**src/design/mnslr_pkg.sv**
```systemverilog
// Shared types, codes and helpers for the MIDI note split/layer router.
// Used by midi_note_split_layer_router; has no dependencies of its own.
`default_nettype none

package mnslr_pkg;

   localparam int MNSLR_ZONES  = 16;
   localparam int KEYS         = 128;
   localparam int PITCH_W      = 7;
   localparam int CHAN_W       = 4;
   localparam int ZIDX_W       = 4;
   localparam int KIND_W       = 2;
   localparam int REQ_DATA_W   = 72;
   localparam int REQ_USER_W   = 4;
   localparam int RSP_DATA_W   = 24;
   localparam int RSP_USER_W   = 3;

   typedef enum logic [1:0] {
      CMD_EVENT       = 2'd0,
      CMD_WRITE_ZONE  = 2'd1,
      CMD_LEARN_START = 2'd2,
      CMD_LEARN_END   = 2'd3
   } cmd_type;

   localparam logic [KIND_W-1:0] KIND_NOTE_ON  = 2'd0;
   localparam logic [KIND_W-1:0] KIND_NOTE_OFF = 2'd1;
   localparam logic [KIND_W-1:0] KIND_OTHER    = 2'd2;

   typedef enum logic [2:0] {
      ST_CLEAR,
      ST_IDLE,
      ST_SCAN,
      ST_LEARN,
      ST_FLUSH
   } state_type;

   typedef struct packed {
      logic signed [7:0] velo_shift;
      logic signed [7:0] transpose;
      logic [7:0]        velo_high;
      logic [7:0]        velo_low;
      logic [7:0]        pitch_high;
      logic [7:0]        pitch_low;
   } zone_type;

   // Zone 0 after reset covers every pitch and velocity with no offsets.
   localparam zone_type ZONE0_RESET = '{
      velo_shift: 8'sd0, transpose: 8'sd0,
      velo_high: 8'd128, velo_low: 8'd0,
      pitch_high: 8'd128, pitch_low: 8'd0};

   typedef struct packed {
      logic                learned;
      logic [KIND_W-1:0]   kind;
      logic [CHAN_W-1:0]   chan;
      logic [PITCH_W-1:0]  first;
      logic [PITCH_W-1:0]  second;
   } res_type;

   function automatic logic [PITCH_W-1:0] clamp7(input logic signed [8:0] v);
      logic [PITCH_W-1:0] r;
      if (v < 9'sd0) begin
         r = '0;
      end else if (v > 9'sd127) begin
         r = 7'd127;
      end else begin
         r = v[PITCH_W-1:0];
      end
      return r;
   endfunction

endpackage

`default_nettype wire

```
**src/design/mnslr_ram.sv**
```systemverilog
// Generic single-port-write, single-port-read RAM with a registered read.
// Standalone; used for the zone table and the held-note masks.
`default_nettype none

module mnslr_ram #(
   parameter int WIDTH = 8,
   parameter int DEPTH = 16,
   localparam int AW   = (DEPTH > 1) ? $clog2(DEPTH) : 1
) (
   input  wire logic             clock,
   input  wire logic             wr_en,
   input  wire logic [AW-1:0]    wr_addr,
   input  wire logic [WIDTH-1:0] wr_data,
   input  wire logic             rd_en,
   input  wire logic [AW-1:0]    rd_addr,
   output logic      [WIDTH-1:0] rd_data
);

   logic [WIDTH-1:0] mem_ff [DEPTH];
   logic [WIDTH-1:0] rd_data_ff;

   always_ff @(posedge clock) begin
      if (wr_en) begin
         mem_ff[wr_addr] <= wr_data;
      end
      if (rd_en) begin
         rd_data_ff <= mem_ff[rd_addr];
      end
   end

   assign rd_data = rd_data_ff;

endmodule

`default_nettype wire

```
**src/design/midi_note_split_layer_router.sv**
```systemverilog
// MIDI note split/layer router: zone table, held-note masks and learn logic.
// Depends on mnslr_pkg and mnslr_ram.
//
// Requests arrive on the req_ stream: tuser carries the command and the event
// kind, tdata the event bytes and the zone fields. Commands that write a zone
// or arm learning give no result. A pass-through event and a learn capture
// each give one result. A note is routed by scanning the zone table one zone
// per cycle from its memory while the receiver keeps up; the block takes the
// next request only once the scan is over and its last result is registered.
// The scan length is set by the single read port of the zone memory.
// Results leave on the rsp_ stream; rsp_tlast marks the last result caused by
// a request. One result is held back until the next one is found, so tlast is
// known when it is presented. When the receiver stalls, the scan stops on the
// next zone that has a result and waits; nothing is lost or repeated.
// After reset a clearing pass over the 128 keys zeroes the held-note masks and
// loads the reset zone table; req_tready stays low during that pass.
`default_nettype none

module midi_note_split_layer_router
   import mnslr_pkg::*;
#(
   parameter int ZONES = MNSLR_ZONES
) (
   input  wire logic                  clock,
   input  wire logic                  reset,
   input  wire logic                  req_tvalid,
   output logic                       req_tready,
   // [3:0] event_channel, [10:4] first_data, [17:11] second_data,
   // [21:18] zone_index, [29:22] zone_pitch_low, [37:30] zone_pitch_high,
   // [45:38] zone_velo_low, [53:46] zone_velo_high, [61:54] zone_transpose,
   // [69:62] zone_velo_shift, [71:70] zero
   input  wire logic [REQ_DATA_W-1:0] req_tdata,
   // [1:0] command, [3:2] event_kind
   input  wire logic [REQ_USER_W-1:0] req_tuser,
   output logic                       rsp_tvalid,
   input  wire logic                  rsp_tready,
   // [3:0] out_channel, [10:4] out_first, [17:11] out_second, [23:18] zero
   output logic [RSP_DATA_W-1:0]      rsp_tdata,
   // [1:0] out_kind, [2] learned
   output logic [RSP_USER_W-1:0]      rsp_tuser,
   output logic                       rsp_tlast
);

   localparam int ZW = (ZONES > 1) ? $clog2(ZONES) : 1;
   localparam logic [ZW-1:0]      ZLAST    = ZW'(ZONES - 1);
   localparam logic [ZIDX_W:0]    ZONE_LIM = (ZIDX_W + 1)'(ZONES);
   localparam logic [PITCH_W-1:0] ZONES_K  = PITCH_W'(ZONES);
   localparam logic [PITCH_W-1:0] KEY_LAST = PITCH_W'(KEYS - 1);

   // Request fields.
   cmd_type             in_cmd;
   logic [KIND_W-1:0]   in_kind;
   logic [CHAN_W-1:0]   in_chan;
   logic [PITCH_W-1:0]  in_first;
   logic [PITCH_W-1:0]  in_second;
   logic [ZIDX_W-1:0]   in_zone;
   zone_type            in_zone_entry;
   logic                in_zone_ok;

   assign in_cmd    = cmd_type'(req_tuser[1:0]);
   assign in_kind   = req_tuser[3:2];
   assign in_chan   = req_tdata[3:0];
   assign in_first  = req_tdata[10:4];
   assign in_second = req_tdata[17:11];
   assign in_zone   = req_tdata[21:18];
   assign in_zone_entry.pitch_low  = req_tdata[29:22];
   assign in_zone_entry.pitch_high = req_tdata[37:30];
   assign in_zone_entry.velo_low   = req_tdata[45:38];
   assign in_zone_entry.velo_high  = req_tdata[53:46];
   assign in_zone_entry.transpose  = req_tdata[61:54];
   assign in_zone_entry.velo_shift = req_tdata[69:62];
   assign in_zone_ok = ({1'b0, in_zone} < ZONE_LIM);

   // Control state.
   state_type           state_ff, state_in;
   logic [PITCH_W-1:0]  clr_ff, clr_in;
   logic                learn_armed_ff, learn_armed_in;
   logic [ZW-1:0]       learn_zone_ff, learn_zone_in;
   logic                learn_start_ff, learn_start_in;
   logic                pend_valid_ff, pend_valid_in;
   logic                rsp_valid_ff, rsp_valid_in;

   // Payload of the note being worked on.
   logic [ZW-1:0]       z_ff, z_in;
   logic [ZONES-1:0]    hits_ff, hits_in;
   logic                note_on_ff, note_on_in;
   logic [KIND_W-1:0]   kind_ff, kind_in;
   logic [PITCH_W-1:0]  pitch_ff, pitch_in;
   logic [PITCH_W-1:0]  velo_ff, velo_in;
   res_type             pend_ff, pend_in;
   res_type             rsp_ff, rsp_in;
   logic                rsp_last_ff, rsp_last_in;

   // Memory ports.
   logic                zram_we, zram_re;
   logic [ZW-1:0]       zram_waddr, zram_raddr;
   zone_type            zram_wdata, zone_rd;
   logic                mram_we, mram_re;
   logic [PITCH_W-1:0]  mram_waddr, mram_raddr;
   logic [ZONES-1:0]    mram_wdata, mask_rd;

   mnslr_ram #(.WIDTH($bits(zone_type)), .DEPTH(ZONES)) u_zone_ram (
      .clock   (clock),
      .wr_en   (zram_we),
      .wr_addr (zram_waddr),
      .wr_data (zram_wdata),
      .rd_en   (zram_re),
      .rd_addr (zram_raddr),
      .rd_data (zone_rd)
   );

   mnslr_ram #(.WIDTH(ZONES), .DEPTH(KEYS)) u_mask_ram (
      .clock   (clock),
      .wr_en   (mram_we),
      .wr_addr (mram_waddr),
      .wr_data (mram_wdata),
      .rd_en   (mram_re),
      .rd_addr (mram_raddr),
      .rd_data (mask_rd)
   );

   // Evaluation of the zone whose entry is on the read port.
   logic                zone_hit, sel_hit, slot_free;
   logic signed [8:0]   sum_pitch, sum_velo;
   res_type             scan_res, learn_res, pass_res;
   zone_type            learn_entry;
   logic [ZONES-1:0]    hits_nx;

   assign zone_hit = ({1'b0, pitch_ff} >= zone_rd.pitch_low) &&
                     ({1'b0, pitch_ff} <= zone_rd.pitch_high) &&
                     ({1'b0, velo_ff} >= zone_rd.velo_low) &&
                     ({1'b0, velo_ff} <= zone_rd.velo_high);
   assign sel_hit   = note_on_ff ? zone_hit : mask_rd[z_ff];
   assign sum_pitch = $signed({2'b00, pitch_ff}) +
                      $signed({zone_rd.transpose[7], zone_rd.transpose});
   assign sum_velo  = $signed({2'b00, velo_ff}) +
                      $signed({zone_rd.velo_shift[7], zone_rd.velo_shift});
   assign slot_free = !rsp_valid_ff || rsp_tready;

   always_comb begin
      scan_res.learned = 1'b0;
      scan_res.kind    = kind_ff;
      scan_res.chan    = CHAN_W'(z_ff);
      scan_res.first   = clamp7(sum_pitch);
      scan_res.second  = note_on_ff ? clamp7(sum_velo) : velo_ff;

      learn_res.learned = 1'b1;
      learn_res.kind    = KIND_NOTE_ON;
      learn_res.chan    = CHAN_W'(learn_zone_ff);
      learn_res.first   = pitch_ff;
      learn_res.second  = '0;

      pass_res.learned = 1'b0;
      pass_res.kind    = KIND_OTHER;
      pass_res.chan    = in_chan;
      pass_res.first   = in_first;
      pass_res.second  = in_second;

      learn_entry = zone_rd;
      if (learn_start_ff) begin
         learn_entry.pitch_low = {1'b0, pitch_ff};
      end else begin
         learn_entry.pitch_high = {1'b0, pitch_ff};
      end

      hits_nx = hits_ff;
      hits_nx[z_ff] = hits_ff[z_ff] | sel_hit;
   end

   always_ff @(posedge clock) begin
      if (reset) begin
         state_ff       <= ST_CLEAR;
         clr_ff         <= '0;
         learn_armed_ff <= 1'b0;
         learn_zone_ff  <= '0;
         learn_start_ff <= 1'b0;
         pend_valid_ff  <= 1'b0;
         rsp_valid_ff   <= 1'b0;
      end else begin
         state_ff       <= state_in;
         clr_ff         <= clr_in;
         learn_armed_ff <= learn_armed_in;
         learn_zone_ff  <= learn_zone_in;
         learn_start_ff <= learn_start_in;
         pend_valid_ff  <= pend_valid_in;
         rsp_valid_ff   <= rsp_valid_in;
      end
   end

   always_ff @(posedge clock) begin
      z_ff        <= z_in;
      hits_ff     <= hits_in;
      note_on_ff  <= note_on_in;
      kind_ff     <= kind_in;
      pitch_ff    <= pitch_in;
      velo_ff     <= velo_in;
      pend_ff     <= pend_in;
      rsp_ff      <= rsp_in;
      rsp_last_ff <= rsp_last_in;
   end

   always_comb begin
      logic    out_load;
      res_type out_data;
      logic    out_last;

      state_in       = state_ff;
      clr_in         = clr_ff;
      learn_armed_in = learn_armed_ff;
      learn_zone_in  = learn_zone_ff;
      learn_start_in = learn_start_ff;
      pend_valid_in  = pend_valid_ff;
      z_in           = z_ff;
      hits_in        = hits_ff;
      note_on_in     = note_on_ff;
      kind_in        = kind_ff;
      pitch_in       = pitch_ff;
      velo_in        = velo_ff;
      pend_in        = pend_ff;

      out_load = 1'b0;
      out_data = pend_ff;
      out_last = 1'b0;

      zram_we    = 1'b0;
      zram_waddr = learn_zone_ff;
      zram_wdata = learn_entry;
      zram_re    = 1'b0;
      zram_raddr = ZW'(z_ff + 1'b1);
      mram_we    = 1'b0;
      mram_waddr = pitch_ff;
      mram_wdata = '0;
      mram_re    = 1'b0;
      mram_raddr = in_first;

      req_tready = 1'b0;

      case (state_ff)
         ST_CLEAR: begin
            mram_we    = 1'b1;
            mram_waddr = clr_ff;
            if (clr_ff < ZONES_K) begin
               zram_we    = 1'b1;
               zram_waddr = clr_ff[ZW-1:0];
               zram_wdata = (clr_ff == '0) ? ZONE0_RESET : '0;
            end
            if (clr_ff == KEY_LAST) begin
               state_in = ST_IDLE;
            end else begin
               clr_in = clr_ff + 1'b1;
            end
         end

         ST_IDLE: begin
            req_tready = 1'b1;
            zram_raddr = learn_armed_ff ? learn_zone_ff : '0;
            if (req_tvalid) begin
               case (in_cmd)
                  CMD_WRITE_ZONE: begin
                     if (in_zone_ok) begin
                        zram_we    = 1'b1;
                        zram_waddr = in_zone[ZW-1:0];
                        zram_wdata = in_zone_entry;
                     end
                  end
                  CMD_LEARN_START, CMD_LEARN_END: begin
                     if (in_zone_ok) begin
                        learn_armed_in = 1'b1;
                        learn_zone_in  = in_zone[ZW-1:0];
                        learn_start_in = (in_cmd == CMD_LEARN_START);
                     end
                  end
                  CMD_EVENT: begin
                     pitch_in   = in_first;
                     velo_in    = in_second;
                     kind_in    = in_kind;
                     note_on_in = (in_kind == KIND_NOTE_ON) && (in_second != '0);
                     z_in       = '0;
                     hits_in    = '0;
                     if (in_kind[1]) begin
                        // Kinds two and three pass through as kind other, bytes unchanged.
                        pend_in       = pass_res;
                        pend_valid_in = 1'b1;
                        state_in      = ST_FLUSH;
                     end else if (learn_armed_ff) begin
                        zram_re  = 1'b1;
                        state_in = ST_LEARN;
                     end else begin
                        zram_re  = 1'b1;
                        mram_re  = 1'b1;
                        state_in = ST_SCAN;
                     end
                  end
                  default: begin
                  end
               endcase
            end
         end

         ST_SCAN: begin
            if (!(sel_hit && pend_valid_ff && !slot_free)) begin
               if (sel_hit) begin
                  out_load      = pend_valid_ff;
                  out_data      = pend_ff;
                  pend_in       = scan_res;
                  pend_valid_in = 1'b1;
               end
               hits_in = hits_nx;
               if (z_ff == ZLAST) begin
                  mram_we    = 1'b1;
                  mram_wdata = note_on_ff ? (mask_rd | hits_nx) : '0;
                  state_in   = ST_FLUSH;
               end else begin
                  zram_re = 1'b1;
                  z_in    = ZW'(z_ff + 1'b1);
               end
            end
         end

         ST_LEARN: begin
            zram_we        = 1'b1;
            learn_armed_in = 1'b0;
            pend_in        = learn_res;
            pend_valid_in  = 1'b1;
            state_in       = ST_FLUSH;
         end

         ST_FLUSH: begin
            if (!pend_valid_ff) begin
               state_in = ST_IDLE;
            end else if (slot_free) begin
               out_load      = 1'b1;
               out_data      = pend_ff;
               out_last      = 1'b1;
               pend_valid_in = 1'b0;
               state_in      = ST_IDLE;
            end
         end

         default: begin
            state_in = ST_IDLE;
         end
      endcase

      rsp_in      = out_load ? out_data : rsp_ff;
      rsp_last_in = out_load ? out_last : rsp_last_ff;
      if (out_load) begin
         rsp_valid_in = 1'b1;
      end else if (rsp_tready) begin
         rsp_valid_in = 1'b0;
      end else begin
         rsp_valid_in = rsp_valid_ff;
      end
   end

   assign rsp_tvalid = rsp_valid_ff;
   assign rsp_tdata  = {6'b000000, rsp_ff.second, rsp_ff.first, rsp_ff.chan};
   assign rsp_tuser  = {rsp_ff.learned, rsp_ff.kind};
   assign rsp_tlast  = rsp_last_ff;

endmodule

`default_nettype wire

```
**config.mk**
```make
export PLATFORM = sky130hd
export DESIGN_NAME = midi_note_split_layer_router
export DESIGN_NICKNAME = d
export VERILOG_FILES = /design/src/design/mnslr_pkg.sv /design/src/design/mnslr_ram.sv /design/src/design/midi_note_split_layer_router.sv
export SDC_FILE = /design/constraint.sdc
export NUM_CORES = 2
export LEC_CHECK = 0
export BUFFER_PORTS_ARGS = -buffer_cell sky130_fd_sc_hd__buf_4
export CAP_MARGIN = 20
export CORE_MARGIN = 3
export CORE_UTILIZATION = 30
export DETAILED_ROUTE_END_ITERATION = 16
export PLACE_DENSITY = 0.43
export SYNTH_ARGS = -nofsm -noshare
export SYNTH_HDL_FRONTEND = slang
export SYNTH_HIERARCHICAL = 1
export SYNTH_SLANG_ARGS = --single-unit
export TNS_END_PERCENT = 100
```
**constraint.sdc**
```tcl
create_clock -name clock -period 10.1 [get_ports clock]
set_input_delay 2.02 -clock clock [delete_from_list [all_inputs] [get_ports clock]]
set_output_delay 2.02 -clock clock [all_outputs]
set_load 0.02 [all_outputs]
```
Yosys cells after proc, flatten, opt, wreduce, memory -nomap -nowiden
Memory sizes are Yosys's and may differ from the RTL's. A register that Yosys moved wholly into a read port is not among the register bits.
Cells that the tools add are included.
Widths: inputs -> output; s select.
- $add $sub $neg: 4
- order comparisons: 11
- eq/ne operators: 19
- muxes and demuxes: 97
- bitwise gates (word level): 3
- reductions and logical operators: 30
- operators with widths (operator ; count):
    $mux 48 ; 3
    $mux 16 ; 7
    $mux 21 ; 5
    $pmux 48 s2 ; 1
    $pmux 21 s3 ; 1
    $mux 7 ; 6
    $mux 1 ; 40
    $mux 4 ; 9
    $mux 32 ; 1
    $pmux 16 s2 ; 1
    $mux 3 ; 8
    $add 8x8->9 ; 2
    $gt 9x8->1 const B ; 2
    $lt 9x1->1 const B ; 2
    $reduce_and 6->1 ; 3
    $bwmux 16 ; 1
    $ge 7x8->1 ; 2
    $le 7x8->1 ; 2
    $mux 8 ; 2
    $ne 2x2->1 const B ; 8
    $or 16x16->16 ; 1
    $pmux 4 s2 ; 2
    $pmux 3 s5 ; 1
    $reduce_and 3->1 ; 3
    35 further kinds ; 51
- register bits after elaboration: 98
- RAM bits: 2816
- output and inout bits: 30
- word-level logic and storage cells: 190
- memories kept: 2
- memories (memory ; words ; bits a word ; rd ports ; clocked after memory_dff ; wr ports ; line ; text):
    u_mask_ram.mem_ff ; 128 ; 16 ; 1 ; 1 ; 1 ; mnslr_ram.sv:19 ; logic [WIDTH-1:0] mem_ff [DEPTH];
    u_zone_ram.mem_ff ; 16 ; 48 ; 1 ; 1 ; 1 ; mnslr_ram.sv:19 ;

Longest topological paths before layout
- word-level depth: 12
- gate-level depth with buffers: 13
- depth with buffers taken out: 11

By module
The synthesis kept the hierarchy.
- by module, submodules not included (module ; instances ; cells each ; area each (um2) ; seq. area each (um2)):
    mnslr_ram at u_mask_ram ; 1 ; 3086 ; 78719.2 ; 61979.4
    mnslr_ram at u_zone_ram ; 1 ; 1242 ; 30175.2 ; 24503.5
    midi_note_split_layer_router ; 1 ; 765 ; 7021.7 ; 2762.6

Least setup slack after synthesis
Ideal clock, no wire load.
- path type: input to register
- start point: in rsp_tready
- end point: mem u_mask_ram/mem_ff[0][12] in the netlist's numbering (data pin)
- library setup time: 1.239 ns
- data arrival time: 7.689 ns
- data required time: 8.861 ns
- slack: 1.171 ns
- cell stages on the path: 4
- buffers on the path: 0
- cells stage by stage: nand2b_1 -> nor2_1 -> a21oi_2 -> a21boi_0
- word-level cells in the longest chain between the ends: 5
- ends and longest elaborated chain (what ; line ; text):
    from (decl) ; midi_note_split_layer_router.sv:36 ; input wire logic rsp_tready,
    $logic_or 1x1->1 ; midi_note_split_layer_router.sv:138 ; assign slot_free = !rsp_valid_ff || rsp_tready;
    $logic_not 1->1 ; midi_note_split_layer_router.sv:301 ; if (!(sel_hit && pend_valid_ff && !slot_free)) begin
    $logic_and 1x1->1 ; midi_note_split_layer_router.sv:301 ;
    $mux 16 ; midi_note_split_layer_router.sv:301 ;
    $mux 16 ; midi_note_split_layer_router.sv:238 ; case (state_ff)
    named net mram_wdata[12] ; midi_note_split_layer_router.sv:100 ; logic [ZONES-1:0] mram_wdata, mask_rd;
    to (decl) ; mnslr_ram.sv:19 ;
The timed path passes the listed nets, and every way through them passes these cells.

Final worst setup path
- start point: in req_tuser[1]
- end point: mem u_zone_ram/mem_ff[1][40] in the netlist's numbering, enable pin
- RTL lines (what ; line ; text):
    from (decl) ; midi_note_split_layer_router.sv:34 ; input wire logic [REQ_USER_W-1:0] req_tuser,
    $eq 2x1->1 ; midi_note_split_layer_router.sv:258 ; case (in_cmd)
    $mux 4 ; midi_note_split_layer_router.sv:258 ;
    $mux 4 ; midi_note_split_layer_router.sv:257 ; if (req_tvalid) begin
    $pmux 4 s2 ; midi_note_split_layer_router.sv:238 ;
    named net zram_waddr[0] ; midi_note_split_layer_router.sv:96 ; logic [ZW-1:0] zram_waddr, zram_raddr;
    to (decl) ; mnslr_ram.sv:19 ;
The timed path passes the listed nets, and every way through them passes these cells.

==> results.md <==
- The effective utilization at floorplan is 30.2%.
- The final standard cell area without fillers is 135000 um^2.
- Cells with a size suffix above 1 make up 32.6% of the layout.
- The routed design could run at a clock period as short as approximately 5500 ps.
- In this run the core area contains 227 standard-cell rows.
- The worst setup path is of the input pin to register kind.
- The top cell type's share of synthesized area is 76.7%.
- In this run the standard cell core region covers roughly 380000 um^2.
- The gate count after technology mapping is between 5k and 6k.
- The count of flip-flops with a built-in enable after synthesis is 2960.
- The worst register-to-register path begins at velo_ff[5]$_DFFE_PP_.
- The first element of the critical path is req_tuser[1].
- STA classifies the critical path startpoint as an input pin.
- The final count of hold timing violations is 0.
- On the final layout, the worst clock skew is 83.2 ps.
- The register bit total from synthesis is 2978.
- The number of top-level design ports is 110.
- Entering global routing, the biggest net connects 117 pins.
- In this run the mean area of a mapped cell was 22.8 um^2.
- The total overflow left after global routing is 0.
- The horizontal die dimension is 628 um.
- CTS saw about 3.0k sinks.
- During synthesis, Yosys emitted a total of 6 warnings.
- After clock tree synthesis, the repair step resized 0 gates.
- For this run, the detailed router's first-pass iteration total came to 7.
- The initial antenna violation count is 17.
- The flow ran to the end, and the final reports show no timing, DRC or antenna violations.
- The max-slew headroom at the worst pin is between 20% and 30%.
- Leaving out fill and tap cells, the most frequent cells in the layout are 2960 x edfxtp_1, 866 x mux4_2, 334 x clkbuf_16, 323 x buf_4, 158 x nand2_1.
- Counting the fill cells in the layout gives around 35k.
- The share of cell area taken by muxes after synthesis is ~17%.
- The number of clock buffers inserted by TritonCTS is 330.
- Synthesis instantiated 67 different standard cells from the library.
- Among all flip-flop cells after synthesis, the most frequent one is edfxtp_1.
- The required time of the critical path is 10660 ps.
- Buffers placed on the I/O ports in this run total 101.
- The congestion estimate from routability-driven global placement came to 0.751.
- The actual transition at the worst max-transition pin is 1110 ps.
- The largest fanout on the critical path is 53.
- The number of global-route vias before repair came to around 57k.
- Summed over all cells, the static leakage comes to 0.0449 uW.
- For this block, the via count after detailed routing is 54.2k.
- The later pin in the worst-skew pair is clocked with a latency of 950 ps.
- The layout net count is 5643.
- The maximum clock rate is 0.180 GHz.
- The number of buffers between clock root and the deepest sink is 4.
- After Yosys synthesis, full adders, half adders and majority gates account for 0.553% of the synthesized area.
- For the worst setup path, the data arrival time is between 6000 and 7000 ps.
- The floorplan step defined a die boundary enclosing 394000 um^2.
- The count of max-cap constraint violations is 0.
- The worst-case IR drop observed on VDD is 0.000135 V.
- Sorting the synthesized cells by area gives the leading types as edfxtp_1 77%, mux4_2 17%, nor2_1 0.70%.
- The worst hold path belongs to the class register to register.
- The worst hold slack after final layout is 423 ps.
- The CTS tree is built.
- In this run the critical register-to-register path is captured at u_mask_ram/mem_ff[64][1]$_DFFE_PP_.
- Across all register-to-register paths, the minimum setup slack is 4670 ps.
- The depth of the worst register-to-register path is 13.
- After Yosys synthesis, and, or, nand and nor cells account for ~1.9% of the synthesized area.
- The area growth from synthesis to layout is 16.7%.
- The root cell of the clock tree is clkbuf_16.
- The compound-gate portion of the synthesized area is 1.78%.
- The summed negative setup slack over all endpoints is 0 ps.
- The xor and xnor area share after synthesis is less than 1%.
- In this run the cell area measured after placement is 125000 um^2.
- The HPWL after detailed placement is 181000 um.
- The endpoint kind of the worst setup timing path is a register.
- In the routed design, unresolved DRC markers number 0.
- The area of the mapped netlist is 116000 um^2.
- Setup repair after global routing left no endpoint under its margin.
- The number of hold buffers added after CTS is 0.
- The die is 628 um tall.
- Dividing the detail-routed via count by the number of cells gives 5.00.
- The average wire per cell in the routed design is between 20 and 30 um.
- The count of nets left with antenna violations once routing finished came out at 0.
- The final max-slew violation count is 0.
- The biggest area contributor in the post-synthesis netlist is edfxtp_1.
- The first global-routing pass estimated roughly 450000 um of wire.
- The post-CTS setup buffer count is 0.
- In this run the number of H-tree levels came out at 5.
- After layout, the worst path uses a little over half of the clock period.
- The worst min-delay path endpoint is rsp_tdata[1]$_DFFE_PP_.
- The violation count after the first detailed-routing iteration is slightly below 5k.
- The total wirelength of the detailed-routed design is 321000 um.
- The final-report setup violation count is 0.
- The number of cells traversed by the worst hold path is 0.
- The share of async-settable or async-resettable flops after synthesis is 0%.
- Across every metal layer, demand over resource in global routing totals 16.2%.
- After clock tree synthesis, the clock-pin slew on the worst setup and hold paths is 50 ps.
- The sequential share of the synthesized area is 77.0%.
- The ratio of total power to cell area is 192 nW/um^2.
- The worst slack at placement is approximately 3600 ps.
- The most common cell after layout, fill and taps aside is edfxtp_1.
- The least setup slack across all paths after layout is 4560 ps.
- The main combinational cell family by area after synthesis is multiplexers.
- The launch point of the worst hold path is pend_ff[15]$_DFFE_PP_.
[worst max path at each step]
stage	slack, ps	to
2_1_floorplan	1170	u_mask_ram/mem_ff[0][12]$_DFFE_PP_
3_3_place_gp	3620	u_zone_ram/mem_ff[15][33]$_DFFE_PP_
3_5_place_dp	3600	u_zone_ram/mem_ff[1][33]$_DFFE_PP_
4_1_cts	4500	u_mask_ram/mem_ff[64][1]$_DFFE_PP_
5_1_grt	4410	u_mask_ram/mem_ff[64][1]$_DFFE_PP_
6_report	4560	u_zone_ram/mem_ff[1][40]$_DFFE_PP_
[routing by layer]
metal | track usage [%] | vias to the layer above | wire, um
met2 | 27.0 | 1384 | 159000
met3 | 2.23 | 394 | 15800
met4 | 3.86 | 2 | 7260
met5 | 0 | - | 13
met1 | 22.4 | 29900 | 139000
li1 | - | 22500 | -
[cells in the mapped netlist, types with 16 or more instances]
cell type  count
mux4_2       866
nor2b_1       19
a22oi_1      107
nor3_1        24
inv_1         54
buf_2         54
buf_4         34
clkbuf_1     132
edfxtp_1    2960
nand2b_1      23
dfxtp_1       18
nand3_1       30
nor2_1       217
nand2_1      159
a21oi_1       39
mux2i_1       28
buf_1         41
ha_1          48
o21a_1        16
a22o_1        17
o21ai_0       54
mux2_2        16
[through the flow]
stage | instances | utilization (%) | total power [uW]
global placement | 10200 | 32.4 | 14400
floorplan | 5098 | - | 14200
global route | 10800 | 35.3 | 26800
CTS | 10800 | 35.2 | 26300
finish | 10800 | 35.3 | 26000
detailed placement | 10200 | 32.5 | 14400
[kinds of logic after synthesis]
logic type               count (synthesis)
AO/OA/AOI/OAI                          292
XOR/XNOR                                16
adder cells (fa/ha/maj)                 50
buffers and inverters                  324
flip-flops                            2978
multiplexers                           915
other                                    1
AND/OR/NAND/NOR                        517
[flip-flops by register name, summed over array words and instances (netlist names), 2 cells and up]
signal	flops
rsp_tuser	3
pitch_ff	7
u_mask_ram/rd_data	16
kind_ff	2
u_zone_ram/rd_data	48
pend_ff	21
u_mask_ram/mem_ff	2048
state_ff	3
velo_ff	7
clr_ff	7
hits_ff	16
z_ff	4
u_zone_ram/mem_ff	768
rsp_tdata	18
learn_zone_ff	4
[report_power, final]
| part | internal [uW] | switching (uW) | leakage, uW |
|---|---|---|---|
| Sequential | 13500 | 19.3 | 0.0303 |
| Combinational | 226 | 386 | 0.00946 |
| Clock | 6860 | 4960 | 0.00515 |
| Total | 20600 | 5360 | 0.0449 |
[final cells by class]
cell class	instances	area (um^2)	share of cell area (%)
Timing Repair Buffer	353	2990	2.21
Sequential cell	2978	89200	66.0
Multi-Input combinational cell	1796	25900	19.2
Clock inverter	191	1940	1.43
Clock buffer	408	8640	6.39
Antenna cell	8	20.0	0.0148
Inverter	54	203	0.150
Tap cell	5038	6300	4.66
[critical path, stage by stage]
cell      delay, ps
buf_4           120
nand3b_1        460
nor2_4          270
buf_4           730
a22oi_1         220
nand2_1         300
nand2b_1        310
nor2_4          930
buf_4           660
(Power assumes the default switching activity.)
